File: config.mk
export PLATFORM = sky130hd
export DESIGN_NAME = mlco_controller
export DESIGN_NICKNAME = d
export VERILOG_FILES = /design/src/hdl/mlco_pkg.sv /design/src/hdl/mlco_controller.sv
export SDC_FILE = /design/constraint.sdc
export NUM_CORES = 1
export LEC_CHECK = 0
export ABC_AREA = 0
export BUFFER_PORTS_ARGS = -buffer_cell sky130_fd_sc_hd__buf_2
export CAP_MARGIN = 15
export CORE_UTILIZATION = 50
export CTS_CLUSTER_DIAMETER = 120
export DETAILED_ROUTE_END_ITERATION = 8
export PLACE_DENSITY_LB_ADDON = 0.2
export SYNTH_ARGS = -nofsm -noshare
export SYNTH_HDL_FRONTEND = slang
export SYNTH_SLANG_ARGS = --single-unit
export TNS_END_PERCENT = 30
File: constraint.sdc
create_clock -name i_clk -period 2.8 [get_ports i_clk]
set_clock_uncertainty 0.1 [all_clocks]
set_input_delay 0.14 -clock i_clk [delete_from_list [all_inputs] [get_ports i_clk]]
set_output_delay 0.14 -clock i_clk [all_outputs]
set_load 0.01 [all_outputs]
File: src/hdl/mlco_pkg.sv
package mlco_pkg;

    localparam logic [1:0] CMD_APPEND   = 2'd0;
    localparam logic [1:0] CMD_READ     = 2'd1;
    localparam logic [1:0] CMD_QUERY    = 2'd2;
    localparam logic [1:0] CMD_PROGRESS = 2'd3;

    localparam logic [2:0] ST_OK        = 3'd0;
    localparam logic [2:0] ST_BAD_INDEX = 3'd1;
    localparam logic [2:0] ST_BAD_OWNER = 3'd2;
    localparam logic [2:0] ST_FULL      = 3'd3;
    localparam logic [2:0] ST_EXHAUSTED = 3'd4;
    localparam logic [2:0] ST_NOTHING   = 3'd5;
    localparam logic [2:0] ST_IGNORED   = 3'd6;

    localparam int CFG_IDX_W  = 2;
    localparam int CFG_DATA_W = 5;

    localparam logic [CFG_IDX_W-1:0] CFG_LANES     = 2'd0;
    localparam logic [CFG_IDX_W-1:0] CFG_OWNERS    = 2'd1;
    localparam logic [CFG_IDX_W-1:0] CFG_CONSUMERS = 2'd2;

    localparam logic [3:0] LANES_RST     = 4'd8;
    localparam logic [4:0] OWNERS_RST    = 5'd16;
    localparam logic [2:0] CONSUMERS_RST = 3'd4;

    localparam logic [1:0] LVL_CALC   = 2'd1;
    localparam logic [1:0] LVL_SUBMIT = 2'd2;

    localparam logic [10:0] LAG_MAX = 11'h7FF;

    typedef struct packed {
        logic [1:0]  command;
        logic [2:0]  lane;
        logic [1:0]  consumer;
        logic [3:0]  owner;
        logic        to_all;
        logic        broadcast_kind;
        logic [63:0] payload;
        logic [1:0]  progress_level;
    } t_in;

    typedef struct packed {
        logic [2:0]  status;
        logic [2:0]  out_lane;
        logic [63:0] out_sequence;
        logic [3:0]  out_owner;
        logic        out_broadcast_kind;
        logic [63:0] out_payload;
        logic [13:0] skipped;
        logic [10:0] max_lag;
        logic        all_consumed;
        logic        all_calculated;
        logic        all_submitted;
    } t_out;

    typedef struct packed {
        logic capture;
        logic clear_step;
        logic err_load;
        logic min_init;
        logic min_step;
        logic min_last;
        logic app_finish;
        logic rd_load_poll;
        logic rd_mod;
        logic cur_get;
        logic lane_test;
        logic rec_check;
        logic q_init;
        logic q_step;
        logic q_eval;
        logic q_finish;
        logic prog_write;
        logic out_load;
    } t_ctl;

    typedef struct packed {
        logic       err;
        logic [1:0] cmd;
        logic       clear_last;
        logic       scan_last;
        logic       q_last;
        logic       mod_done;
        logic       has_rec;
        logic       lanes_last;
        logic       hit;
        logic       out_free;
    } t_sts;

endpackage

File: src/hdl/mlco_controller.sv
module mlco_controller (
    input  logic             i_clk,
    input  logic             i_rst_n,
    input  logic             i_in_valid,
    output logic             o_in_stall,
    input  mlco_pkg::t_sts   i_sts,
    output mlco_pkg::t_ctl   o_ctl
);

    typedef enum logic [16:0] {
        S_CLEAR  = 17'h00001,
        S_IDLE   = 17'h00002,
        S_CHECK  = 17'h00004,
        S_MIN    = 17'h00008,
        S_MINL   = 17'h00010,
        S_FULL   = 17'h00020,
        S_RLOAD  = 17'h00040,
        S_RMOD   = 17'h00080,
        S_LCUR   = 17'h00100,
        S_LGET   = 17'h00200,
        S_LTEST  = 17'h00400,
        S_LREC   = 17'h00800,
        S_QSCAN  = 17'h01000,
        S_QLAST  = 17'h02000,
        S_QEND   = 17'h04000,
        S_PWRITE = 17'h08000,
        S_DONE   = 17'h10000
    } t_state;

    t_state r_state;
    t_state n_state;

    always_ff @(posedge i_clk) begin
        if (!i_rst_n) begin
            r_state <= S_CLEAR;
        end else begin
            r_state <= n_state;
        end
    end

    assign o_in_stall = (r_state != S_IDLE);

    always_comb begin
        n_state = r_state;
        o_ctl   = '0;
        case (r_state)
            S_CLEAR: begin
                o_ctl.clear_step = 1'b1;
                if (i_sts.clear_last) begin
                    n_state = S_IDLE;
                end
            end
            S_IDLE: begin
                if (i_in_valid) begin
                    o_ctl.capture = 1'b1;
                    n_state = S_CHECK;
                end
            end
            S_CHECK: begin
                if (i_sts.err) begin
                    o_ctl.err_load = 1'b1;
                    n_state = S_DONE;
                end else begin
                    case (i_sts.cmd)
                        mlco_pkg::CMD_APPEND: begin
                            o_ctl.min_init = 1'b1;
                            n_state = S_MIN;
                        end
                        mlco_pkg::CMD_READ: begin
                            n_state = S_RLOAD;
                        end
                        mlco_pkg::CMD_QUERY: begin
                            o_ctl.q_init = 1'b1;
                            n_state = S_QSCAN;
                        end
                        default: begin
                            n_state = S_PWRITE;
                        end
                    endcase
                end
            end
            S_MIN: begin
                o_ctl.min_step = 1'b1;
                if (i_sts.scan_last) begin
                    n_state = S_MINL;
                end
            end
            S_MINL: begin
                o_ctl.min_last = 1'b1;
                n_state = S_FULL;
            end
            S_FULL: begin
                o_ctl.app_finish = 1'b1;
                n_state = S_DONE;
            end
            S_RLOAD: begin
                o_ctl.rd_load_poll = 1'b1;
                n_state = S_RMOD;
            end
            S_RMOD: begin
                if (i_sts.mod_done) begin
                    n_state = S_LCUR;
                end else begin
                    o_ctl.rd_mod = 1'b1;
                end
            end
            S_LCUR: begin
                n_state = S_LGET;
            end
            S_LGET: begin
                o_ctl.cur_get = 1'b1;
                n_state = S_LTEST;
            end
            S_LTEST: begin
                o_ctl.lane_test = 1'b1;
                if (i_sts.has_rec) begin
                    n_state = S_LREC;
                end else if (i_sts.lanes_last) begin
                    n_state = S_DONE;
                end else begin
                    n_state = S_LCUR;
                end
            end
            S_LREC: begin
                o_ctl.rec_check = 1'b1;
                n_state = i_sts.hit ? S_DONE : S_LTEST;
            end
            S_QSCAN: begin
                o_ctl.q_step = 1'b1;
                if (i_sts.q_last) begin
                    n_state = S_QLAST;
                end
            end
            S_QLAST: begin
                o_ctl.q_eval = 1'b1;
                n_state = S_QEND;
            end
            S_QEND: begin
                o_ctl.q_finish = 1'b1;
                n_state = S_DONE;
            end
            S_PWRITE: begin
                o_ctl.prog_write = 1'b1;
                n_state = S_DONE;
            end
            S_DONE: begin
                if (i_sts.out_free) begin
                    o_ctl.out_load = 1'b1;
                    n_state = S_IDLE;
                end
            end
            default: begin
                n_state = S_IDLE;
            end
        endcase
    end

endmodule

Word-level counts from Yosys, hierarchy flattened:

Index checks and enable logic that the tools add are counted.

* flip-flop bits (word level): 17
* bits of input ports: 14
* output and inout bits: 19
* word-level logic and storage cells: 67

* eq/ne operators: 26
* mux-type cells: 37
* reductions and logical operators: 3

Operators with widths (number)
* 17-bit case mux with 15 select lines: 1
* 17-bit 2-to-1 mux: 10
* 16-bit case mux with 3 select lines: 1
* 1-bit 2-to-1 mux: 24
* 17-bit by 1-bit equality test with 1-bit output, second input constant: 1
* 17-bit by 10-bit equality test with 1-bit output, second input constant: 1
* 17-bit by 11-bit equality test with 1-bit output, second input constant: 1
* 17-bit by 12-bit equality test with 1-bit output, second input constant: 1
* 17-bit by 13-bit equality test with 1-bit output, second input constant: 1
* 17-bit by 14-bit equality test with 1-bit output, second input constant: 1
* 17-bit by 15-bit equality test with 1-bit output, second input constant: 1
* 17-bit by 16-bit equality test with 1-bit output, second input constant: 1
* 17-bit equality test, second input constant: 1
* 17-bit by 2-bit equality test with 1-bit output, second input constant: 1
* 17-bit by 3-bit equality test with 1-bit output, second input constant: 1
* 17-bit by 4-bit equality test with 1-bit output, second input constant: 1
* 17-bit by 5-bit equality test with 1-bit output, second input constant: 1
* 17-bit by 6-bit equality test with 1-bit output, second input constant: 1
* 17-bit by 7-bit equality test with 1-bit output, second input constant: 1
* 17-bit by 8-bit equality test with 1-bit output, second input constant: 1
* 17-bit by 9-bit equality test with 1-bit output, second input constant: 1
* 17-bit by 2-bit != test with 1-bit output, second input constant: 1
* 2-bit != test, second input constant: 6
* 6-bit AND reduction: 1
* other kinds (5): 5

Longest topological paths before layout:

Gate-level depths: netlist of run 1.

* word-level depth: 4
* gate-level depth with buffers: 7

Worst setup path before layout of run 1:

Ideal clock, no wire load.

* path type: register to register
* start: register r_state[12]
* end: register r_state[8]
* data arrival time: 1.852 ns
* data required time: 2.627 ns
* path slack: 0.774 ns
* stages on the path, launching flop included: 6
* path buffers: 1
* clock period less this slack: 2.026 ns
* cell sequence: dfxtp_1 > buf_6 > or4_4 > or4b_4 > o32a_1 > nor3_2

* longest elaborated chain between the ends: 3
* elaborated cells between the ends (all ways): 26
* classes of those cells: eq/ne: 23; mux: 1; reduce/logical: 2

Ends and longest elaborated chain
* start, declared: line mlco_controller.sv:30 `t_state r_state;`
* start signal, assigned: line mlco_controller.sv:37 `r_state <= n_state;`
* 17-bit by 16-bit equality test with 1-bit output, or another cell as far along: line mlco_controller.sv:46 `case (r_state)`
* 3-bit OR reduction (no line) or 2-bit != test (tied branches)
* 17-bit case mux with 15 select lines or 6-bit AND reduction (tied branches)

Parallel ways exist; a longest one is shown, timed or not.
A chain may end at the register's enable or synchronous reset.

==> results.py, run 1 <==
metrics = {
    "status": {
        "run_status": "completed",
    },
    "grt": {
        "antenna_found_initial": 0,
        "track_usage": 0.252,
        "grt_pass1_wl_um": 4760,
        "grt_pass1_vias": 1053,
        "grt_max_degree": 13,
        "grt_overflow": 0,
    },
    "finish": {
        "multi_input_area_um2": 719,
        "largest_register_ffs": 17,
        "finalNonFillerCells": 187,
        "filler_cell_count": 181,
        "reg_top3": "r_state (17)",
        "final-seq-area_um2": 340,
        "diodes": 0,
        "area_growth_pct": 19.5,
        "drive_gt1_frac": 0.288,
        "layout.nets": 175,
        "final_common_cell": "buf_2",
        "final_cell_mix": "32 x buf_2, 17 x dfxtp_1, 10 x nor4_1, 10 x nor2_1, 9 x inv_1",
        "regMostFlops": "r_state",
        "final_util": 0.655,
    },
    "sta": {
        "setup-violations-final": 0,
        "hold_viol": 0,
        "slew_viol_final": 0,
        "finalWorstSetupSlack_ns": 0.320,
        "final.setup.tns_ns": 0,
        "timing.final.crit_share": 0.886,
        "fmax_mhz": 403,
        "rsz0062_at_grt": "no",
        "worstMarginPinSlew_ns": 0.494,
        "period_needed_ns": 2.48,
        "slew_headroom": 0.670,
    },
    "setup_path": {
        "cp.required_ns": 2.56,
        "cp-start-kind": "flip-flop",
        "rrSetupSlack_ns": 0.60,
        "worstPathArrival_ns": 2.24,
        "cp_max_fo": 8,
        "setup.worst_path.end_class": "output pin",
        "worstSetupPathType": "flip-flop to output pin",
    },
    "routing": {
        "dr.pass1.iters": 4,
        "postRouteAntennaNets": 0,
        "drc": 0,
        "via_per_inst": 6.07,
        "routed_wl_um": 2770,
        "vias": 1135,
        "drtIter0Drc": 38,
        "detail_route.wl_per_cell_um": 14.8,
    },
    "floorplanning": {
        "rows": 16,
        "dieWidth_um": 49.1,
        "design.die.area_um2": 2410,
        "floorplan.initialDensity": 0.548,
        "die_height_um": 49.1,
        "coreArea_um2": 2020,
        "io-pin-count": 33,
    },
    "yosys": {
        "syn_avg_cell_area_um2": 8.72,
        "synth-edff-count": 0,
        "async_flop_share": 0,
        "yosys_warnings": 0,
        "synthTopCellsByArea": "dfxtp_1 31%, nor4_1 5.6%, nor4_4 3.8%",
        "synthesis.nets": 141,
        "synth_top_area_share": 0.307,
        "ys_types": 44,
        "synth_ff_type": "dfxtp_1",
        "ys_seq_elements": 17,
        "yosysTopAreaCell": "dfxtp_1",
        "ys_seq_area_frac": 0.307,
        "syn_area_um2": 1110,
        "synth_cells": 127,
    },
    "pwr": {
        "finalPower_uw": 449,
        "power_density_nw_per_um2": 339,
        "p_leak_nw": 0.597,
        "max-vdd-ir-drop_mv": 0.278,
    },
    "hold_path": {
        "min_path_type": "input pin to flip-flop",
    },
    "cts": {
        "cts_root_buf": "clkbuf_4",
        "postCtsSetupBuffers": 0,
        "cts_made_buffers": 3,
        "clkTransAtPathRegs_ns": 0.10,
        "clock_latency_ns": 0.29,
        "cts_buffer_depth": 2,
        "clock_sinks": 17,
        "cts_tree": "built",
        "cts_htree_levels": 1,
    },
    "placement": {
        "place_hpwl_um": 2150,
        "dp_cells": 182,
        "place.gp.congestion": 0.867,
        "portBuffers": 32,
        "post-place-ws_ns": 0.525,
    },
    "flow_run": {
        "drv_cap": 0,
    },
}
-- worst paths after layout --
check | from | cells past startpoint | end
worst max-delay path | r_state[12] | 5 | o_ctl[5]
worst min-delay path | i_sts[3] | 2 | r_state[11]
worst max register to register | r_state[12] | 6 | r_state[13]
worst min register to register | r_state[16] | 1 | r_state[9]
-- cell type report --
class / count / share of cell area
multi-input cells: 97 / 0.543
flip-flops and latches: 17 / 0.257
repair buffers: 33 / 0.129
inverters: 9 / 0.0255
well taps: 27 / 0.0255
clock buffers: 4 / 0.0198
-- cells in the mapped netlist, drive strengths merged, types with 2 or more instances --
cell	number
dfxtp	17
nor4	13
nor2	10
inv	9
nor3	6
and2	5
nand2b	5
nand4	5
nand3	4
nor3b	4
nor4b	4
clkbuf	3
nand3b	3
o21a	3
or3	3
or4	3
or4b	3
xor2	3
and3	2
o21ai	2
o31a	2
o31ai	2
o32ai	2
-- timing repair --
item	CTS	global route
gates resized for setup	0	1
hold buffers	1	0
endpoints found under the setup margin	0	2
hold endpoints to repair	2	0
-- critical path, cell delays in order (launching register included) --
cell and delay, ns:
dfxtp_1 0.41, nor4_4 0.43, nand4_1 0.31, nor4_1 0.42, and2_1 0.23, buf_2 0.14
-- layer usage --
layer / global-route usage / wire (um) / vias to the layer above
li1: - / - / 556
met1: 0.321 / 1260 / 531
met2: 0.441 / 1330 / 46
met3: 0.0561 / 178 / 2
met4: 0.0294 / 10 / 0
met5: 0 / 0 / -
-- where the power goes --
| group | leakage (nW) | switching (mW) | internal [mW] |
|---|---|---|---|
| Sequential | 0.138 | 0.00634 | 0.245 |
| Clock | 0.0150 | 0.0788 | 0.0555 |
| Combinational | 0.444 | 0.0366 | 0.0264 |
-- metrics by stage --
| stage | instance area (um2) | hold slack [ns] |
|---|---|---|
| final | 1320 | 0.00188 |
| after CTS | 1320 | 0.00600 |
| after floorplan | 1110 | 0.112 |
| after global routing | 1320 | 0.00150 |
| after detailed placement | 1280 | 0.236 |
| after global placement | 1280 | 0.237 |
-- kinds of logic after synthesis --
logic type,count (synthesis),synth area share
simple gates,74,0.471
compound gates,19,0.139
flops,17,0.307
buf+inv,13,0.0508
xor+xnor,4,0.0316
No activity file was read; power rests on OpenSTA's default activity.
==> run 2: changes to the inputs <==
--- a/config.mk
+++ b/config.mk
@@ -6,7 +6,7 @@
 export NUM_CORES = 1
 export LEC_CHECK = 0
 export ABC_AREA = 0
-export BUFFER_PORTS_ARGS = -buffer_cell sky130_fd_sc_hd__buf_2
+export BUFFER_PORTS_ARGS = -buffer_cell sky130_fd_sc_hd__buf_4
 export CAP_MARGIN = 15
 export CORE_UTILIZATION = 50
 export CTS_CLUSTER_DIAMETER = 120
==> results.py, run 2 (same netlist as run 1, synthesis figures left out) <==
metrics = {
    "grt": {
        "grt_max_degree": 13,
        "grt_pass1_vias": 998,
        "antenna_found_initial": 0,
        "grt_overflow": 0,
        "track_usage": 0.237,
        "grt_pass1_wl_um": 4460,
    },
    "sta": {
        "rsz0062_at_grt": "no",
        "fmax_mhz": 389,
        "worstMarginPinSlew_ns": 0.487,
        "setup-violations-final": 0,
        "timing.final.crit_share": 0.917,
        "slew_viol_final": 0,
        "finalWorstSetupSlack_ns": 0.232,
        "period_needed_ns": 2.57,
        "final.setup.tns_ns": 0,
        "hold_viol": 0,
        "slew_headroom": 0.673,
    },
    "finish": {
        "fin_area_um2": 1410,
        "largest_register_ffs": 17,
        "diodes": 0,
        "final_common_cell": "buf_4",
        "finalNonFillerCells": 188,
        "area_growth_pct": 26.9,
        "drive_gt1_frac": 0.286,
        "final_cell_mix": "32 x buf_4, 17 x dfxtp_1, 10 x nor4_1, 10 x nor2_1, 9 x inv_1",
        "regMostFlops": "r_state",
        "layout.nets": 176,
        "reg_top3": "r_state (17)",
    },
    "routing": {
        "routed_wl_um": 2710,
        "vias": 1147,
        "dr.pass1.iters": 4,
        "detail_route.wl_per_cell_um": 14.4,
        "postRouteAntennaNets": 0,
        "drc": 0,
        "via_per_inst": 6.10,
        "drtIter0Drc": 44,
    },
    "setup_path": {
        "r2r-start": "r_state[12]",
        "r2r_cells": 5,
        "worstSetupPathType": "flip-flop to output pin",
        "cp_slowest_cell": "nor4_2",
        "cp.required_ns": 2.56,
        "cp-start-kind": "flip-flop",
        "worstPathArrival_ns": 2.33,
        "timing.rr.end": "r_state[13]",
        "path_cells": "nor4_2, nand4_1, nor4_1, and2_1, buf_4",
        "path_buf_inv": 1,
        "critical_path.top_delay_family": "simple AND/OR/NAND/NOR gates",
        "max_stage_delay_ns": 0.52,
        "cp_max_fo": 8,
        "rrSetupSlack_ns": 0.50,
        "setup.worst_path.end_class": "output pin",
    },
    "pwr": {
        "seqPwrFrac": 0.549,
        "p_leak_nw": 0.606,
        "max-vdd-ir-drop_mv": 0.264,
        "p_sw_frac": 0.267,
        "p_sw_uw": 122,
        "p_int_uw": 335,
        "pwr-share-clk": 0.294,
        "power_density_nw_per_um2": 325,
        "power_frac_comb": 0.157,
    },
    "cts": {
        "clock_sinks": 17,
        "clock_latency_ns": 0.29,
        "cts-resized-gates": 0,
        "cts_htree_levels": 1,
        "cts_made_buffers": 3,
        "cts_root_buf": "clkbuf_4",
        "cts_buffer_depth": 2,
        "cts_tree": "built",
        "clkTransAtPathRegs_ns": 0.10,
    },
    "status": {
        "run_status": "completed",
    },
    "hold_path": {
        "whs_path_depth": 2,
        "hold_path_startpoint": "i_sts[3]",
        "min_path_type": "input pin to flip-flop",
        "hold_end": "r_state[11]",
    },
    "floorplanning": {
        "dieWidth_um": 49.1,
        "floorplan.initialDensity": 0.548,
        "design.die.area_um2": 2410,
        "io-pin-count": 33,
        "rows": 16,
        "coreArea_um2": 2020,
        "die_height_um": 49.1,
    },
    "flow_run": {
        "drv_cap": 0,
    },
    "placement": {
        "post-place-ws_ns": 0.557,
        "portBuffers": 32,
        "place_hpwl_um": 2080,
        "place.gp.congestion": 0.862,
        "dp_cells": 182,
        "placed_area_um2": 1360,
    },
}
## run 2: final cells by class
type                    instances  area [um2]
flip-flops and latches         17         340
multi-input cells              97         711
well taps                      27        33.8
fillers                       174         617
clock buffers                   4        26.3
repair buffers                 34         260
inverters                       9        33.8
## run 2: through the flow
stage | hold slack, ns | util | power [mW]
after floorplan | 0.112 | - | 0.294
after global placement | 0.228 | 0.672 | 0.324
after detailed placement | 0.226 | 0.672 | 0.325
after CTS | 0.0117 | 0.695 | 0.458
after global routing | 0.0143 | 0.695 | 0.478
final | 0.00811 | 0.695 | 0.457
## run 2: how the worst max path moves through the flow
stage / depth (start not counted) / from / to
finish: 5 / r_state[12] / o_ctl[5]
global route: 5 / r_state[12] / o_ctl[5]
CTS: 5 / r_state[12] / o_ctl[5]
detailed placement: 5 / r_state[12] / r_state[13]
global placement: 5 / r_state[12] / r_state[4]
floorplan: 5 / r_state[12] / r_state[8]
## run 2: timing repair
action | 4_1_cts | 5_1_grt
buffers inserted | 0 | 0
hold buffers | 2 | 0
endpoints found under the hold margin | 3 | 0
## run 2: power groups by stage
stage / combinational [mW] / clock (mW) / sequential, mW
after floorplan: 0.0389 / 0 / 0.255
after global placement: 0.0672 / 0 / 0.256
after detailed placement: 0.0687 / 0 / 0.256
after CTS: 0.0712 / 0.136 / 0.251
after global routing: 0.0783 / 0.148 / 0.251
final: 0.0718 / 0.134 / 0.251
## run 2: per-layer routing
metal  vias up  part of all wire  GRT usage
met5         -                 0          0
met4         0             0.020     0.0588
met3        11             0.069     0.0405
met2        56              0.46      0.402
met1       524              0.45      0.308
li1        556                 -          -
==> run 3: changes to the inputs <==
==> constraint.sdc (replaced) <==
create_clock -name i_clk -period 3.25 [get_ports i_clk]
set_clock_uncertainty 0.1 [all_clocks]
set_input_delay 0.1625 -clock i_clk [delete_from_list [all_inputs] [get_ports i_clk]]
set_output_delay 0.1625 -clock i_clk [all_outputs]
set_load 0.01 [all_outputs]
==> results.py, run 3 (same netlist as run 1, synthesis figures left out) <==
metrics = {
    "floorplanning": {
        "floorplan.initialDensity": 0.548,
        "dieWidth_um": 49.1,
        "die_height_um": 49.1,
        "io-pin-count": 33,
        "design.die.area_um2": 2410,
        "coreArea_um2": 2020,
        "rows": 16,
    },
    "sta": {
        "worstMarginPinSlew_ns": 0.505,
        "rsz0062_at_grt": "no",
        "timing.final.crit_share": 0.802,
        "hold_viol": 0,
        "setup-violations-final": 0,
        "slew_headroom": 0.660,
        "fmax_mhz": 384,
        "final.setup.tns_ns": 0,
        "period_needed_ns": 2.61,
        "slew_viol_final": 0,
    },
    "routing": {
        "drtIter0Drc": 29,
        "dr_wl_met3_um": 191,
        "postRouteAntennaNets": 0,
        "top_layer": "met4",
        "vias": 1146,
        "routed_wl_um": 2870,
        "detail_route.wl_per_cell_um": 15.4,
        "via_per_inst": 6.13,
        "dr.pass1.iters": 4,
        "drc": 0,
        "wl_met2_um": 1380,
        "wl_met1_um": 1260,
    },
    "grt": {
        "grt_pass1_wl_um": 4630,
        "grt_overflow": 0,
        "grt_max_degree": 13,
        "track_usage": 0.244,
        "grt_pass1_vias": 1050,
        "antenna_found_initial": 0,
    },
    "finish": {
        "layout.nets": 175,
        "largest_register_ffs": 17,
        "diodes": 0,
        "drive_gt1_frac": 0.288,
        "regMostFlops": "r_state",
        "area_growth_pct": 26.0,
        "reg_top3": "r_state (17)",
        "final_common_cell": "buf_4",
        "final_cell_mix": "32 x buf_4, 17 x dfxtp_1, 10 x nor4_1, 10 x nor2_1, 9 x inv_1",
    },
    "setup_path": {
        "worstPathArrival_ns": 2.34,
        "worstSetupPathType": "flip-flop to output pin",
        "cp-start-kind": "flip-flop",
        "setup.worst_path.end_class": "output pin",
        "cp_max_fo": 8,
        "cp.required_ns": 2.99,
    },
    "cts": {
        "clock_latency_ns": 0.29,
        "cts_htree_levels": 1,
        "clkTransAtPathRegs_ns": 0.10,
        "clock_sinks": 17,
        "cts_tree": "built",
        "cts_made_buffers": 3,
        "cts_buffer_depth": 2,
        "cts-resized-gates": 0,
        "cts_root_buf": "clkbuf_4",
    },
    "placement": {
        "place_hpwl_um": 2230,
        "portBuffers": 32,
        "place.gp.congestion": 0.851,
    },
    "flow_run": {
        "drv_cap": 0,
    },
    "pwr": {
        "max-vdd-ir-drop_mv": 0.242,
        "power_density_nw_per_um2": 282,
        "p_leak_nw": 0.602,
        "finalPower_uw": 393,
    },
    "hold_path": {
        "min_path_type": "input pin to flip-flop",
    },
    "status": {
        "run_status": "completed",
    },
}
run 3: changes by cell type in the layout (fill, tap and decap cells not counted), sizes merged:
cell,change
dlygate4sd3,-1
run 3: layer usage:
metal,up-vias,track usage
li1,556,-
met1,533,0.299
met2,48,0.441
met3,9,0.0343
met4,0,0.0588
met5,-,0
run 3: final cells by class:
type | instances | area, um2
multi-input combinational | 97 | 711
fill | 182 | 627
sequential | 17 | 340
timing repair buffer | 33 | 250
inverter | 9 | 33.8
tap | 27 | 33.8
clock buffer | 4 | 26.3
run 3: worst paths after layout:
path	startpoint	to	slack (ns)	depth (start not counted)
max	r_state[12]	o_ctl[5]	0.64	5
min	i_in_valid	r_state[2]	0.03	2
max reg2reg	r_state[12]	r_state[13]	0.94	5
min reg2reg	r_state[16]	r_state[9]	0.47	1
run 3: where the power goes:
group / total, mW / internal (mW) / leakage [nW] / switching [mW]
sequential: 0.217 / 0.211 / 0.138 / 0.00534
clock: 0.115 / 0.0476 / 0.0150 / 0.0679
combinational: 0.0610 / 0.0289 / 0.449 / 0.0321
run 3: worst max-delay path: stages, from the launching register on:
cell	delay, ns
dfxtp_1	0.41
nor4_2	0.51
nand4_1	0.36
nor4_1	0.42
and2_1	0.22
buf_4	0.13
run 3: per-stage QoR:
stage | hold slack (ns) | util | setup slack [ns] | std cells | cell area (um2)
after floorplan | 0.135 | - | 1.22 | 127 | 1110
after global placement | 0.249 | 0.672 | 1.02 | 182 | 1360
final | 0.0252 | 0.690 | 0.644 | 187 | 1400
after CTS | 0.0253 | 0.690 | 0.647 | 187 | 1400
after detailed placement | 0.251 | 0.672 | 0.990 | 182 | 1360
after global routing | 0.0310 | 0.690 | 0.472 | 187 | 1400
run 3: timing repair:
item                      in CTS  in global routing
hold endpoints to repair       1                  0
setup buffers                  0                  0
hold buffers                   1                  0
